### src/rtl/rspd_pkg.sv
package rspd_pkg;

    // sample magnitude and statistics geometry
    localparam int MAG_WIDTH   = 32;
    localparam int COUNT_WIDTH = 32;
    localparam int MAG_EXT_W   = MAG_WIDTH + 1;

    // fixed field widths
    localparam int DATA_W     = 32;
    localparam int DEV_W      = 32;
    localparam int WHOLE_W    = 7;
    localparam int DIVISOR_W  = 15;
    localparam int CFG_ADDR_W = 1;
    localparam int CFG_DATA_W = 15;

    // shared arithmetic unit widths
    localparam int OPB_W  = DEV_W;
    localparam int WIDE_W = 2 * OPB_W;

    // sample count thresholds
    localparam int PEAK_MIN_COUNT  = 15;
    localparam int MEAN_PAIR_COUNT = 2;

    localparam logic FUNC_CLEAR = 1'b1;

    typedef logic [WIDE_W-1:0] wide_t;
    typedef logic [OPB_W-1:0]  opb_t;

    typedef enum logic [CFG_ADDR_W-1:0] {
        CFG_THRESHOLD_WHOLE,
        CFG_THRESHOLD_DIVISOR
    } cfg_idx_t;

    typedef enum logic [2:0] {
        ST_IDLE,
        ST_ISSUE,
        ST_WAIT,
        ST_CHECK,
        ST_EMIT
    } st_t;

    typedef enum logic [3:0] {
        STP_MEAN_MUL,
        STP_MEAN_DIV,
        STP_DSQ_MUL,
        STP_DSQ_DIV,
        STP_P1_MUL,
        STP_P2_MUL,
        STP_P3_MUL,
        STP_P3_DIV,
        STP_ROOT,
        STP_THR_MUL,
        STP_THR_DIV
    } step_t;

endpackage

### src/rtl/rspd_mul.sv
module rspd_mul import rspd_pkg::*; (
    input  logic  aclk,
    input  logic  aresetn,
    input  logic  start,
    input  wide_t mul_a,
    input  opb_t  mul_b,
    output logic  busy,
    output wide_t prod
);

    wide_t a_reg;
    opb_t  b_reg;
    wide_t acc_reg;
    logic  busy_reg;

    always_ff @(posedge aclk) begin
        if (!aresetn) begin
            busy_reg <= 1'b0;
        end else if (start) begin
            busy_reg <= 1'b1;
        end else if (busy_reg && b_reg == '0) begin
            busy_reg <= 1'b0;
        end
    end

    // one multiplier bit per cycle, stops once the remaining bits are zero
    always_ff @(posedge aclk) begin
        if (start) begin
            a_reg   <= mul_a;
            b_reg   <= mul_b;
            acc_reg <= '0;
        end else if (busy_reg) begin
            acc_reg <= acc_reg + (b_reg[0] ? a_reg : '0);
            a_reg   <= a_reg << 1;
            b_reg   <= b_reg >> 1;
        end
    end

    assign busy = busy_reg;
    assign prod = acc_reg;

endmodule

### src/rtl/rspd_div.sv
module rspd_div import rspd_pkg::*; (
    input  logic  aclk,
    input  logic  aresetn,
    input  logic  start,
    input  wide_t div_a,
    input  opb_t  div_b,
    output logic  busy,
    output wide_t quo
);

    localparam int CNT_W = $clog2(WIDE_W);

    wide_t            quo_reg;
    opb_t             rem_reg;
    opb_t             d_reg;
    logic [CNT_W-1:0] cnt_reg;
    logic             busy_reg;

    logic [OPB_W:0]   trial;
    logic [OPB_W:0]   diff;
    logic             fits;

    // restoring step: dividend bits leave the top, quotient bits enter the bottom
    assign trial = {rem_reg, quo_reg[WIDE_W-1]};
    assign diff  = trial - {1'b0, d_reg};
    assign fits  = trial >= {1'b0, d_reg};

    always_ff @(posedge aclk) begin
        if (!aresetn) begin
            busy_reg <= 1'b0;
        end else if (start) begin
            busy_reg <= 1'b1;
        end else if (busy_reg && cnt_reg == CNT_W'(WIDE_W - 1)) begin
            busy_reg <= 1'b0;
        end
    end

    always_ff @(posedge aclk) begin
        if (start) begin
            quo_reg <= div_a;
            d_reg   <= div_b;
            rem_reg <= '0;
            cnt_reg <= '0;
        end else if (busy_reg) begin
            rem_reg <= fits ? diff[OPB_W-1:0] : trial[OPB_W-1:0];
            quo_reg <= {quo_reg[WIDE_W-2:0], fits};
            cnt_reg <= cnt_reg + CNT_W'(1);
        end
    end

    assign busy = busy_reg;
    assign quo  = quo_reg;

endmodule

### src/rtl/rspd_sqrt.sv
module rspd_sqrt import rspd_pkg::*; (
    input  logic  aclk,
    input  logic  aresetn,
    input  logic  start,
    input  wide_t radicand,
    output logic  busy,
    output opb_t  root
);

    localparam int CNT_W = $clog2(OPB_W);

    wide_t            rad_reg;
    logic [OPB_W:0]   rem_reg;
    opb_t             root_reg;
    logic [CNT_W-1:0] cnt_reg;
    logic             busy_reg;

    logic [OPB_W+2:0] t;
    logic [OPB_W+2:0] trial;
    logic [OPB_W+2:0] diff;
    logic             fits;

    // two radicand bits per cycle, one root bit out
    assign t     = {rem_reg, rad_reg[WIDE_W-1:WIDE_W-2]};
    assign trial = {1'b0, root_reg, 2'b01};
    assign diff  = t - trial;
    assign fits  = t >= trial;

    always_ff @(posedge aclk) begin
        if (!aresetn) begin
            busy_reg <= 1'b0;
        end else if (start) begin
            busy_reg <= 1'b1;
        end else if (busy_reg && cnt_reg == CNT_W'(OPB_W - 1)) begin
            busy_reg <= 1'b0;
        end
    end

    always_ff @(posedge aclk) begin
        if (start) begin
            rad_reg  <= radicand;
            rem_reg  <= '0;
            root_reg <= '0;
            cnt_reg  <= '0;
        end else if (busy_reg) begin
            rem_reg  <= fits ? diff[OPB_W:0] : t[OPB_W:0];
            root_reg <= {root_reg[OPB_W-2:0], fits};
            rad_reg  <= rad_reg << 2;
            cnt_reg  <= cnt_reg + CNT_W'(1);
        end
    end

    assign busy = busy_reg;
    assign root = root_reg;

endmodule

### src/rtl/running_stats_peak_detector_unit.sv
// channel   dir  handshake          payload
// s_        in   s_tvalid/s_tready  tdata: sample_magnitude, sample_time; tuser: func
// m_        out  m_tvalid/m_tready  tdata: peak_magnitude, peak_time
// cfg_      in   cfg_wen            cfg_addr register index, cfg_wdata value
//
// After a sample is accepted, s_tready stays low until the sequencer is idle again, plus any wait for
// the output register; a clear request is taken while idle and leaves the sequencer idle. The serial
// units set the run time: each step passes through an issue state and a wait state, and the
// multiplier stops once its remaining multiplier bits are zero.
// Reset (aresetn low, synchronous) zeroes the statistics and loads the thresholds 1 and 5.
// s_tready is high only while idle; a peak waits in the output register while the next
// sample runs, and the sequencer holds a new peak until that register is free.
module running_stats_peak_detector_unit import rspd_pkg::*; (
    input  logic                  aclk,
    input  logic                  aresetn,

    input  logic                  s_tvalid,
    output logic                  s_tready,
    input  logic [2*DATA_W-1:0]   s_tdata,   // [31:0] sample_magnitude, [63:32] sample_time
    input  logic [0:0]            s_tuser,   // [0] func

    output logic                  m_tvalid,
    input  logic                  m_tready,
    output logic [2*DATA_W-1:0]   m_tdata,   // [31:0] peak_magnitude, [63:32] peak_time

    input  logic                  cfg_wen,
    input  logic [CFG_ADDR_W-1:0] cfg_addr,
    input  logic [CFG_DATA_W-1:0] cfg_wdata
);

    st_t   state_reg, state_next;
    step_t step_reg, step_next;

    logic [WHOLE_W-1:0]           whole_reg;
    logic [DIVISOR_W-1:0]         div_reg;
    logic signed [MAG_WIDTH-1:0]  mean_reg;
    logic signed [MAG_WIDTH-1:0]  old_mean_reg;
    logic signed [MAG_WIDTH-1:0]  x_reg;
    logic [DEV_W-1:0]             dev_reg;
    logic [COUNT_WIDTH-1:0]       count_reg;
    logic [DATA_W-1:0]            time_reg;
    wide_t                        wide_reg;
    wide_t                        s_reg;
    logic                         m_tvalid_reg;
    logic [DATA_W-1:0]            peak_mag_reg;
    logic [DATA_W-1:0]            peak_time_reg;

    logic mul_start, div_start, sqrt_start;
    logic mul_busy, div_busy, sqrt_busy;
    wide_t mul_a, mul_prod, div_a, div_quo;
    opb_t  mul_b, div_b, sqrt_root;

    logic unit_idle, step_is_mul, step_is_div;
    logic n_is_one, n_is_two, n_gt_min, peak, out_free;
    logic [COUNT_WIDTH-1:0] n_m1, n_m2, count_inc;

    logic [MAG_WIDTH-1:0]        abs_o, abs_om, abs_xm;
    logic signed [MAG_EXT_W-1:0] diff_om, diff_xm;

    function automatic wide_t sat_add(input wide_t a, input wide_t b);
        logic [WIDE_W:0] s;
        s = {1'b0, a} + {1'b0, b};
        return s[WIDE_W] ? '1 : s[WIDE_W-1:0];
    endfunction

    rspd_mul u_mul (
        .aclk    (aclk),
        .aresetn (aresetn),
        .start   (mul_start),
        .mul_a   (mul_a),
        .mul_b   (mul_b),
        .busy    (mul_busy),
        .prod    (mul_prod)
    );

    rspd_div u_div (
        .aclk    (aclk),
        .aresetn (aresetn),
        .start   (div_start),
        .div_a   (div_a),
        .div_b   (div_b),
        .busy    (div_busy),
        .quo     (div_quo)
    );

    rspd_sqrt u_sqrt (
        .aclk     (aclk),
        .aresetn  (aresetn),
        .start    (sqrt_start),
        .radicand (s_reg),
        .busy     (sqrt_busy),
        .root     (sqrt_root)
    );

    assign n_is_one  = count_reg == COUNT_WIDTH'(1);
    assign n_is_two  = count_reg == COUNT_WIDTH'(MEAN_PAIR_COUNT);
    assign n_gt_min  = count_reg > COUNT_WIDTH'(PEAK_MIN_COUNT);
    assign n_m1      = count_reg - COUNT_WIDTH'(1);
    assign n_m2      = count_reg - COUNT_WIDTH'(2);
    assign count_inc = (count_reg == '1) ? count_reg : count_reg + COUNT_WIDTH'(1);

    assign abs_o   = old_mean_reg[MAG_WIDTH-1] ? MAG_WIDTH'(-old_mean_reg)
                                               : MAG_WIDTH'(old_mean_reg);
    assign diff_om = MAG_EXT_W'(old_mean_reg) - MAG_EXT_W'(mean_reg);
    assign diff_xm = MAG_EXT_W'(x_reg) - MAG_EXT_W'(mean_reg);
    assign abs_om  = diff_om[MAG_WIDTH] ? MAG_WIDTH'(-diff_om) : MAG_WIDTH'(diff_om);
    assign abs_xm  = diff_xm[MAG_WIDTH] ? MAG_WIDTH'(-diff_xm) : MAG_WIDTH'(diff_xm);

    // wide_reg holds the threshold once the check state is reached
    assign peak     = !diff_xm[MAG_WIDTH] && (wide_t'(diff_xm) > wide_reg);
    assign out_free = !m_tvalid_reg || m_tready;

    always_comb begin
        step_is_mul = 1'b0;
        step_is_div = 1'b0;
        unique case (step_reg)
            STP_MEAN_MUL, STP_DSQ_MUL, STP_P1_MUL, STP_P2_MUL, STP_P3_MUL,
            STP_THR_MUL: step_is_mul = 1'b1;
            STP_MEAN_DIV, STP_DSQ_DIV, STP_P3_DIV, STP_THR_DIV: step_is_div = 1'b1;
            STP_ROOT: ;
        endcase
    end

    assign unit_idle = step_is_mul ? !mul_busy : (step_is_div ? !div_busy : !sqrt_busy);

    // operand selection for the shared units
    always_comb begin
        mul_a = '0;
        mul_b = '0;
        div_a = '0;
        div_b = '0;
        unique case (step_reg)
            STP_MEAN_MUL: begin
                mul_a = wide_t'(abs_o);
                mul_b = opb_t'(n_m1);
            end
            STP_MEAN_DIV: begin
                div_a = wide_reg[WIDE_W-1] ? -wide_reg : wide_reg;
                div_b = opb_t'(count_reg);
            end
            STP_DSQ_MUL: begin
                mul_a = wide_t'(dev_reg);
                mul_b = opb_t'(dev_reg);
            end
            STP_DSQ_DIV: begin
                div_a = wide_reg;
                div_b = opb_t'(n_m1);
            end
            STP_P1_MUL: begin
                mul_a = wide_reg;
                mul_b = opb_t'(n_m2);
            end
            STP_P2_MUL: begin
                mul_a = wide_t'(abs_om);
                mul_b = opb_t'(abs_om);
            end
            STP_P3_MUL: begin
                mul_a = wide_t'(abs_xm);
                mul_b = opb_t'(abs_xm);
            end
            STP_P3_DIV: begin
                div_a = wide_reg;
                div_b = opb_t'(count_reg);
            end
            STP_ROOT: ;
            STP_THR_MUL: begin
                mul_a = wide_t'(dev_reg);
                mul_b = opb_t'(whole_reg);
            end
            STP_THR_DIV: begin
                div_a = wide_t'(dev_reg);
                div_b = opb_t'(div_reg);
            end
        endcase
    end

    // next state
    always_comb begin
        state_next = state_reg;
        step_next  = step_reg;
        unique case (state_reg)
            ST_IDLE: begin
                if (s_tvalid && s_tuser[0] != FUNC_CLEAR) begin
                    state_next = ST_ISSUE;
                    step_next  = STP_MEAN_MUL;
                end
            end
            ST_ISSUE: state_next = ST_WAIT;
            ST_WAIT: begin
                if (unit_idle) begin
                    state_next = ST_ISSUE;
                    unique case (step_reg)
                        STP_MEAN_MUL: step_next = STP_MEAN_DIV;
                        STP_MEAN_DIV: begin
                            priority if (n_is_one) begin
                                state_next = ST_IDLE;
                            end else if (n_is_two) begin
                                step_next = STP_P2_MUL;
                            end else begin
                                step_next = STP_DSQ_MUL;
                            end
                        end
                        STP_DSQ_MUL: step_next = STP_DSQ_DIV;
                        STP_DSQ_DIV: step_next = STP_P1_MUL;
                        STP_P1_MUL:  step_next = STP_P2_MUL;
                        STP_P2_MUL:  step_next = STP_P3_MUL;
                        STP_P3_MUL:  step_next = n_is_two ? STP_ROOT : STP_P3_DIV;
                        STP_P3_DIV:  step_next = STP_ROOT;
                        STP_ROOT: begin
                            if (n_gt_min) begin
                                step_next = STP_THR_MUL;
                            end else begin
                                state_next = ST_IDLE;
                            end
                        end
                        STP_THR_MUL: begin
                            if (div_reg != '0) begin
                                step_next = STP_THR_DIV;
                            end else begin
                                state_next = ST_CHECK;
                            end
                        end
                        STP_THR_DIV: state_next = ST_CHECK;
                    endcase
                end
            end
            ST_CHECK: state_next = peak ? ST_EMIT : ST_IDLE;
            ST_EMIT: begin
                if (out_free) begin
                    state_next = ST_IDLE;
                end
            end
            default: state_next = ST_IDLE;
        endcase
    end

    // outputs of the sequencer
    always_comb begin
        s_tready   = 1'b0;
        mul_start  = 1'b0;
        div_start  = 1'b0;
        sqrt_start = 1'b0;
        unique case (state_reg)
            ST_IDLE:  s_tready = 1'b1;
            ST_ISSUE: begin
                mul_start  = step_is_mul;
                div_start  = step_is_div;
                sqrt_start = !step_is_mul && !step_is_div;
            end
            ST_WAIT, ST_CHECK, ST_EMIT: ;
            default: ;
        endcase
    end

    always_ff @(posedge aclk) begin
        if (!aresetn) begin
            state_reg    <= ST_IDLE;
            step_reg     <= STP_MEAN_MUL;
            whole_reg    <= WHOLE_W'(1);
            div_reg      <= DIVISOR_W'(5);
            mean_reg     <= '0;
            dev_reg      <= '0;
            count_reg    <= '0;
            m_tvalid_reg <= 1'b0;
        end else begin
            state_reg <= state_next;
            step_reg  <= step_next;

            if (cfg_wen) begin
                unique case (cfg_addr)
                    CFG_THRESHOLD_WHOLE:   whole_reg <= cfg_wdata[WHOLE_W-1:0];
                    CFG_THRESHOLD_DIVISOR: div_reg   <= cfg_wdata[DIVISOR_W-1:0];
                endcase
            end

            if (s_tvalid && s_tready) begin
                if (s_tuser[0] == FUNC_CLEAR) begin
                    mean_reg  <= '0;
                    dev_reg   <= '0;
                    count_reg <= '0;
                end else begin
                    count_reg    <= count_inc;
                    old_mean_reg <= mean_reg;
                    x_reg        <= $signed(s_tdata[MAG_WIDTH-1:0]);
                    time_reg     <= s_tdata[2*DATA_W-1:DATA_W];
                end
            end

            if (state_reg == ST_WAIT && unit_idle) begin
                unique case (step_reg)
                    // signed numerator x + (n-1)*o
                    STP_MEAN_MUL: wide_reg <= old_mean_reg[MAG_WIDTH-1]
                                              ? wide_t'(x_reg) - mul_prod
                                              : wide_t'(x_reg) + mul_prod;
                    STP_MEAN_DIV: begin
                        mean_reg <= wide_reg[WIDE_W-1] ? -$signed(div_quo[MAG_WIDTH-1:0])
                                                       : $signed(div_quo[MAG_WIDTH-1:0]);
                        s_reg    <= '0;
                        if (n_is_one) begin
                            dev_reg <= '0;
                        end
                    end
                    STP_DSQ_MUL: wide_reg <= mul_prod;
                    STP_DSQ_DIV: wide_reg <= div_quo;
                    STP_P1_MUL:  s_reg    <= mul_prod;
                    STP_P2_MUL:  s_reg    <= sat_add(s_reg, mul_prod);
                    STP_P3_MUL: begin
                        if (n_is_two) begin
                            s_reg <= sat_add(s_reg, mul_prod);
                        end else begin
                            wide_reg <= mul_prod;
                        end
                    end
                    STP_P3_DIV:  s_reg    <= sat_add(s_reg, div_quo);
                    STP_ROOT:    dev_reg  <= n_is_two ? (sqrt_root >> 1) : sqrt_root;
                    STP_THR_MUL: wide_reg <= mul_prod;
                    STP_THR_DIV: wide_reg <= wide_reg + div_quo;
                endcase
            end

            if (state_reg == ST_EMIT && out_free) begin
                m_tvalid_reg  <= 1'b1;
                peak_mag_reg  <= DATA_W'(x_reg);
                peak_time_reg <= time_reg;
            end else if (m_tvalid_reg && m_tready) begin
                m_tvalid_reg <= 1'b0;
            end
        end
    end

    assign m_tvalid = m_tvalid_reg;
    assign m_tdata  = {peak_time_reg, peak_mag_reg};

endmodule
### config.mk
export PLATFORM = sky130hd
export DESIGN_NAME = running_stats_peak_detector_unit
export DESIGN_NICKNAME = d
export VERILOG_FILES = /design/src/rtl/rspd_pkg.sv /design/src/rtl/rspd_mul.sv /design/src/rtl/rspd_div.sv /design/src/rtl/rspd_sqrt.sv /design/src/rtl/running_stats_peak_detector_unit.sv
export SDC_FILE = /design/constraint.sdc
export NUM_CORES = 2
export LEC_CHECK = 0
export BUFFER_PORTS_ARGS = -buffer_cell sky130_fd_sc_hd__buf_2
export CORE_MARGIN = 3
export CORE_UTILIZATION = 55
export DETAILED_ROUTE_END_ITERATION = 12
export PLACE_DENSITY = 0.71
export SKIP_CTS_REPAIR_TIMING = 1
export SYNTH_ARGS = -nofsm -noshare
export SYNTH_HDL_FRONTEND = slang
export SYNTH_SLANG_ARGS = --single-unit
### constraint.sdc
create_clock -name aclk -period 21.8 [get_ports aclk]
set_input_delay 3.27 -clock aclk [delete_from_list [all_inputs] [get_ports aclk]]
set_output_delay 3.27 -clock aclk [all_outputs]
set_load 0.01 [all_outputs]
==> results.toml <==
[floorplanning]
dieArea_sq_um = 129000
num_rows = 128
die_y_um = 359
initial_utilization = 0.559
die_w_um = 359
top_level_ports = 152
core_area_sq_um = 123000

[detailed_routing]
ant_nets = 0
dr.pass1.iters = 9
wl_per_cell_um = 26.6
drc_errors = 0
vias = 66400
wl_mm = 262
drt_iter0_drc = 9107
viasPerCell = 6.73

[finish]
drive_above_1_share = 0.0666
synthToLayoutAreaGrowth_pct = 8.28
nNetsFinal = 8773
final_cell_mix = "nand2_1, a21oi_1, nor2_1"
final_common_cell = "nand2_1"
fin_area_sq_um = 74200

[power]
p_leak_nw = 30.6
p_per_area_nw_per_um2 = 102
max-vdd-ir-drop_v = 0.0000972

[yosys]
yosysSeqAreaShare = 0.326
syn_inst = 8262
synth_compound_area_frac = 0.248
yosysUniqueCellTypes = 101
synth_area_sq_um = 68500
ys_seq_elements = 845
synth_mux_area_frac = 0.0201
synth_top_family_by_area = "compound AO/OA/AOI/OAI gates"
synth_edf_count = 544
synthSimpleGateAreaFrac = 0.183
avgSynthCellArea_sq_um = 8.30
synthFlopType = "edfxtp_1"
synthXorXnorAreaFrac = 0.0800
ys_async_sr_fraction = 0
synth_nets = 8883
yosysWarnings = 0
synthAdderAreaFrac = 0.0985

[placement]
dpl-instance-area_sq_um = 70600
dp_hpwl_mm = 197
gp_congestion = 1.04
port_buffers = 151

[cts]
path_clk_slew_ns = 0.06
clockBufferDepth = 3
cts_sinks = 845
insertion_delay_ns = 0.76
numCtsBuffers = 101
cts_tree = "done"
cts_max_level = 3
cts-root-buf = "clkbuf_16"

[flow_run]
max_cap_violations = 0

[worst_setup_path]
startpoint_type = "register"
worstPathRequired_ns = 22.27
critPathArrivalTime_ns = 7.98
endpoint_kind = "register"
crit_fanout = 10
crit_type = "reg2reg"
reg2reg_depth = 24

[grt]
grt_usage = 0.389
grt_pass1_wl_mm = 388
grt_antenna_before_repair = 22
grt-ovfl-total = 0
grt_max_degree = 82
first_global_vias = 61600

[worst_hold_path]
hold_class = "reg2reg"
min_path_cells = 0

[timing]
fin_crit_ns = 7.51
timing.final.max_slew_violations = 0
setup_viol = 0
worst-slew-pin-transition_ns = 1.25
rsz0062_at_grt = "false"
hold_viol = 0
fmax_mhz = 133
fin_crit_sh = 0.344
max_slew_margin = 0.162
tns_ns = 0
clock_skew_ns = 0.0326

[outcome]
status = "finished, final reports clean"
[logic make-up after synthesis]
group / count (synthesis)
AO/OA/AOI/OAI: 2678
AND/OR/NAND/NOR: 2656
flip-flops: 845
buffers and inverters: 786
XOR/XNOR: 625
adder cells (fa/ha/maj): 535
multiplexers: 137
[cell usage after synthesis, types with 15 or more instances]
library cell  number  area [sq um]
nand2_1          848          3180
a21oi_1          791          3960
nor2_1           690          2590
o21ai_0          648          3240
edfxtp_1         544         16300
ha_1             527          6590
clkbuf_1         443          1660
xnor2_1          367          3210
inv_1            310          1160
dfxtp_1          301          6030
a21o_1           300          2250
xor2_1           257          2250
nand3_1          199           996
nor3_1           164           821
and2_1           141           882
a31oi_1          134           838
mux2i_1          130          1300
nor2b_1          119           744
nand4_1          108           676
o31ai_1          103           773
nand2b_1          96           601
a222oi_1          89           891
o21bai_1          67           503
and3_1            60           375
nor4_1            56           350
or3_1             56           350
a211oi_1          51           383
o21a_1            48           360
a221oi_1          42           368
o211ai_1          39           293
a22oi_1           35           263
a21boi_0          33           248
a221o_1           24           240
a41oi_1           24           210
buf_1             23          86.3
o22ai_1           23           144
o21ai_1           22           110
or4_1             21           158
o221ai_1          19           166
or2_2             18           113
o31a_1            16           140
o41ai_1           15           131
[layer usage]
layer	global-route usage	up-vias	routed length (um)
met4	0.219	16	17600
met3	0.0783	901	29300
met2	0.585	3848	111000
met5	0	-	104
met1	0.523	31400	104000
li1	-	30200	-
[final cells by class]
type,instances,area [sq um]
Fill cell,11100,48500
Clock inverter,65,826
Sequential cell,845,22400
Inverter,311,1170
Antenna cell,9,22.5
Tap cell,1625,2030
Timing Repair Buffer,262,1590
Multi-Input combinational cell,6631,43400
Clock buffer,125,2780
[path summary, 6_finish.rpt]
| kind | slack (ns) | from | endpoint |
|---|---|---|---|
| worst max-delay path | 14.29 | u_mul.prod[7]$_SDFFE_PP0P_ | wide_reg[63]$_DFFE_PP_ |
| worst max register to register | 14.29 | u_mul.prod[7]$_SDFFE_PP0P_ | wide_reg[63]$_DFFE_PP_ |
| worst min-delay path | 0.42 | time_reg[13]$_DFFE_PP_ | peak_time_reg[13]$_DFFE_PP_ |
| worst min register to register | 0.42 | time_reg[13]$_DFFE_PP_ | peak_time_reg[13]$_DFFE_PP_ |
[worst max-delay path, stage by stage, from the launching register on]
cell,delay [ns]
dfxtp_1,0.44
or3_1,0.47
or4_1,0.60
nor3_2,0.20
and3_1,0.33
nor2b_1,0.25
nor2b_1,0.46
nand2_1,0.14
nor2_1,0.26
and2_1,0.22
nor2_1,0.07
xnor2_1,0.15
ha_1,0.48
and4_1,0.29
nand3_1,0.12
nor2_1,0.27
nand3b_1,0.12
a311oi_1,0.42
a211oi_1,0.24
o311ai_1,0.45
o21ai_0,0.27
o31a_1,0.35
xnor2_1,0.13
a222oi_1,0.37
nand3_1,0.14
[per-stage QoR]
step                instances  worst slack, ns   util  hold slack (ns)  total power [mW]
global placement         9674            14.60  0.575            0.400              5.54
global route             9864            13.97  0.605            0.418              7.90
floorplan                8262            10.63      -            0.400              4.62
detailed placement       9674            14.55  0.575            0.405              5.59
finish                   9873            14.29  0.605            0.416              7.55
CTS                      9864            14.45  0.605            0.417              7.45
[report_power, final]
part	switching (mW)	total [mW]	leakage (nW)	internal, mW
clock network	0.777	1.86	1.74	1.08
registers	0.320	2.40	7.53	2.08
logic	2.06	3.29	21.3	1.23
total	3.16	7.55	30.6	4.39
No activity file was read; power rests on OpenSTA's default activity.
